**config.mk**
```make
export PLATFORM = sky130hd
export DESIGN_NAME = sfb_exp
export DESIGN_NICKNAME = d
export VERILOG_FILES = /design/src/sv/sfb_pkg.sv /design/src/sv/sfb_exp.sv
export SDC_FILE = /design/constraint.sdc
export NUM_CORES = 1
export LEC_CHECK = 0
export BUFFER_PORTS_ARGS = -buffer_cell sky130_fd_sc_hd__buf_2
export CAP_MARGIN = 5
export CORE_ASPECT_RATIO = 0.9
export CORE_MARGIN = 5
export CORE_UTILIZATION = 55
export CTS_BUF_LIST = sky130_fd_sc_hd__clkbuf_16
export DETAILED_ROUTE_END_ITERATION = 7
export GPL_TIMING_DRIVEN = 1
export PLACE_DENSITY_LB_ADDON = 0.05
export SLEW_MARGIN = 5
export SYNTH_ARGS = -nofsm -noshare
export SYNTH_HDL_FRONTEND = slang
export SYNTH_SLANG_ARGS = --single-unit
export TNS_END_PERCENT = 50
```
**constraint.sdc**
```tcl
create_clock -name clk -period 7.6 [get_ports clk]
set_input_delay 1.14 -clock clk [delete_from_list [all_inputs] [get_ports clk]]
set_output_delay 1.14 -clock clk [all_outputs]
set_load 0.02 [all_outputs]
```
**src/sv/sfb_pkg.sv**
```systemverilog
// shared types, constants and tables of the softmax forward/backward unit
// no dependencies
package sfb_pkg;

  localparam int MAX_LENGTH_DEF = 64;
  localparam int VL_W           = 7;
  localparam logic [VL_W-1:0] VL_RESET = 7'd64;
  localparam int ACC_W          = 40;
  localparam int DIV_STEPS      = 17;
  localparam logic [16:0] LOG2E_Q16 = 17'd94548;
  localparam logic [5:0] EXP_N_LIMIT = 6'd17;
  localparam logic REG_VECTOR_LENGTH = 1'b0;
  localparam logic OP_FORWARD  = 1'b0;
  localparam logic OP_BACKWARD = 1'b1;

  // 2^(-2^(k-16)) in Q16, entry k
  localparam logic [15:0] POW2_NEG [0:15] = '{
    16'd65535, 16'd65535, 16'd65533, 16'd65530, 16'd65525, 16'd65514, 16'd65492, 16'd65447,
    16'd65359, 16'd65182, 16'd64830, 16'd64132, 16'd62757, 16'd60097, 16'd55109, 16'd46341
  };

  typedef struct packed {
    logic              opcode;
    logic signed [15:0] value;
    logic [15:0]       saved_output;
  } sfb_in_t;

  typedef struct packed {
    logic [15:0]        probability;
    logic signed [15:0] gradient;
    logic               is_backward;
    logic               last_in_row;
  } sfb_out_t;

endpackage

```
**src/sv/sfb_exp.sv**
```systemverilog
// fixed-point exp(-u) in Q1.16, one table step per cycle
// depends on sfb_pkg
module sfb_exp (
  input  logic        clk,
  input  logic        rst,
  input  logic        start,
  input  logic [15:0] u,
  output logic        done,
  output logic [16:0] e
);
  import sfb_pkg::*;

  typedef enum logic [2:0] {
    E_IDLE = 3'b001,
    E_RUN  = 3'b010,
    E_FIN  = 3'b100
  } exp_state_t;

  exp_state_t  state;
  logic [33:0] z_full;
  logic [15:0] f;
  logic [5:0]  n;
  logic [3:0]  k;
  logic [16:0] r;
  logic [33:0] r_mul;

  assign z_full = 34'(u) * 34'(LOG2E_Q16) + 34'd2048;
  assign r_mul  = 34'(r) * 34'(POW2_NEG[k]) + 34'd32768;
  assign done   = (state == E_FIN);
  assign e      = (n >= EXP_N_LIMIT) ? 17'd0 : (r >> n);

  always_ff @(posedge clk) begin
    if (rst) begin
      state <= E_IDLE;
    end else begin
      case (state)
        E_IDLE: begin
          if (start) begin
            f     <= z_full[27:12];
            n     <= z_full[33:28];
            k     <= 4'd15;
            r     <= 17'd65536;
            state <= E_RUN;
          end
        end
        E_RUN: begin
          // fraction bits taken from the top down
          if (f[k]) begin
            r <= r_mul[32:16];
          end
          k <= k - 4'd1;
          if (k == 4'd0) begin
            state <= E_FIN;
          end
        end
        E_FIN: begin
          state <= E_IDLE;
        end
        default: begin
          state <= E_IDLE;
        end
      endcase
    end
  end
endmodule

```
==> out/results.txt <==
Via Count - 12,458
Cell Pwr Density - 421 mW/mm²
Final core occ - 0.591
First-pass GRT wire length - 70,700 µm
Fin crit period - 7.30 ns
Initial Utilization - 0.555
Number of global-route vias before repair - 13,126
FMAX - 0.137 GHz
CTS buffer count - 5
Overall Global Routing Usage - 0.268
Mapped Nets - 2,383
Final period util - 0.961
GR Layer Usage met2 - 0.411
Placer congestion estimate - 0.890
Final Power - 7.41 mW
DR iter-0 viols - 901
Worst-Margin Slew - 0.988 ns
CP required - 7.64 ns
Clock transition at path regs - 0.09 ns
Final hold vios - 0
Final wirelength - 42,600 µm
CTS tree - yes
Largest stage delay, worst path - 0.53 ns
Met1 Use GR - 0.409
H-tree Lvls - 2
Nets - 2,420
Ports - 37
CP top delay family - adder cells
Core area - 0.0298 mm²
Die area - 0.0336 mm²
Clock sink count - 46
CTS Root Cell - clkbuf_16
Routed Antenna Nets - 0
Drt pass-1 iters - 5
Clk_skew - 0.0153 ns
CP endpoint kind - register
Post-Synthesis Cell Area - 0.0165 mm²
Yosys cell types - 88
Via density - 5.48
Die X - 193 µm
Post-synth top flop - edfxtp_1
Hold Path Class - register to register
Initial antenna violation count - 0
Routed wire per std cell - 18.7 µm
Top Usage Layer GRT - met2
VDD IR max - 388 µV
Post-Syn Instances - 1,833
Worst path most repeated cell - fa_1
FILL cells - 2,741
Final setup viols - 0
Leakage power - 9.00 nW
Arr. time, crit path - 7.34 ns
# rows - 60
Post-synth EDFFs - 43
Die Y - 174 µm
ANT cells - 0
Slew HR - 0.341
Fraction of layout cells with a size suffix above 1 - 0.0823
YS warnings - 0
Critical path buffer and inverter count - 6
Post-synthesis cell type with the largest combined area - fa_1
Pin count of the biggest net entering global routing - 27
Critical Path Slowest Stage Cell - fa_1
Post-synth top area share - 0.333
HPWL Detailed - 36,300 µm
CTS max path bufs - 2
Multi-input combinational cell area - 0.0134 mm²
Register Area - 0.00135 mm²
Sequential area share after synthesis - 0.0817
Port Buf Inserts - 36
Synth area leaders - fa_1 33%, ha_1 19%, inv_1 9.8%, edfxtp_1 7.8%, nand2_1 4.0%
#FFs+latches synth - 46
DRC - 0
GR Overflow Total - 0
WS Path Type - register to register
Pins over their slew limit - 0
Status - complete, no violations
Worst-Skew Late Latency - 0.31 ns
Met3 Track Usage GR - 0.0337
Hold Slack - 0.516 ns
Asr flop ratio synth - 0
Mean post-synth cell area - 9.02 µm²
Startpoint Class - register
Max-cap viol count - 0
Crit path max fanout - 17
P&R area growth vs syn - 6.54%
Yosys cell counts (3+ instances only):
cell type and number:
or2_2 6, o21a_1 5, nand4_1 10, a211o_1 4, a31oi_1 10, xor2_1 27, nand2b_1 10, nand2_1 174
fa_1 275, mux4_2 8, and3_1 14, o211ai_1 3, nor4_1 5, clkbuf_1 51, and4_1 3, o22a_1 4
nor2_1 86, o22ai_1 3, a21oi_1 59, or3_1 6, nor3b_1 3, nor4b_2 3, and2_1 80, inv_1 431
nand3_1 34, xnor2_1 36, o21bai_1 4, ha_1 256, nand3b_1 5, mux2i_1 12, nor2b_1 20, o21ai_0 27
a21o_1 11, dfxtp_1 3, edfxtp_1 43, o21ai_1 4, a211oi_1 16, nor3_1 13, buf_1 5, a311oi_1 3
final timing paths:
path	startpoint	endpoint	slack [ns]	cells past startpoint
setup / recovery	k[0]$_SDFFCE_PN1P_	r[15]$_SDFFCE_PN0P_	0.30	28
hold / removal	state[2]$_SDFFE_PP0P_	state[1]$_SDFFE_PP0P_	0.52	1
setup reg to reg	k[0]$_SDFFCE_PN1P_	r[15]$_SDFFCE_PN0P_	0.30	28
hold reg to reg	state[2]$_SDFFE_PP0P_	state[1]$_SDFFE_PP0P_	0.52	1
where the power goes:
group / internal (mW) / switching, mW / leakage (nW) / total (mW)
Sequential: 0.465 / 0.0666 / 0.412 / 0.531
Combinational: 2.72 / 3.88 / 8.50 / 6.60
Clock: 0.158 / 0.123 / 0.0819 / 0.282
Total: 3.34 / 4.07 / 9.00 / 7.41
routing by layer:
layer / vias up / wire [µm]
met5: - / 0
met4: 0 / 904
met3: 56 / 2450
met2: 335 / 18600
met1: 6214 / 20600
li1: 5853 / -
state kept, by name, indices dropped and copies added (netlist names):
register and cells:
state 3, f 16, r 17, n 6, k 4
through the flow:
stage | TNS [ns] | instances | worst slack [ns] | instance area [µm²]
after CTS | 0 | 2272 | 0.147 | 17600
after global placement | 0 | 2264 | 0.195 | 17400
final | 0 | 2274 | 0.296 | 17600
after floorplan | 0 | 1833 | 0.415 | 16500
after global routing | -0.0123 | 2274 | -0.0123 | 17600
after detailed placement | 0 | 2264 | 0.142 | 17400
area by class of cell:
cell class	count	share of cell area
Timing Repair Buffer	91	0.0346
Tap cell	403	0.0286
Clock buffer	5	0.00710
Inverter	433	0.0923
Clock inverter	3	0.00277
Multi-Input combinational cell	1293	0.758
Sequential cell	46	0.0767
cell usage in the layout (no fill, tap or decap), types with 11 or more instances in the layout:
| cell type | n |
|---|---|
| a211oi_1 | 16 |
| a21o_1 | 11 |
| a21oi_1 | 56 |
| and2_1 | 80 |
| and3_1 | 14 |
| buf_2 | 36 |
| buf_4 | 53 |
| edfxtp_1 | 43 |
| fa_1 | 275 |
| ha_1 | 255 |
| inv_1 | 430 |
| mux2i_1 | 12 |
| nand2_1 | 174 |
| nand3_1 | 33 |
| nor2_1 | 86 |
| nor2b_1 | 20 |
| nor3_1 | 13 |
| o21ai_0 | 27 |
| xnor2_1 | 36 |
| xor2_1 | 27 |
repair_timing:
item                       in CTS  in global routing
setup endpoints to repair       0                  6
buffers inserted                0                  2
hold buffers                    0                  0
gates resized for setup         0                 11
cells by family after synthesis:
family / count (synthesis) / share of synthesized area
mux: 22 / 0.0195
buf+inv: 494 / 0.113
flops: 46 / 0.0817
compound gates: 187 / 0.0756
simple gates: 489 / 0.149
fa+ha+maj: 531 / 0.527
xor+xnor: 64 / 0.0344
Power figures use the tool's default switching activity.
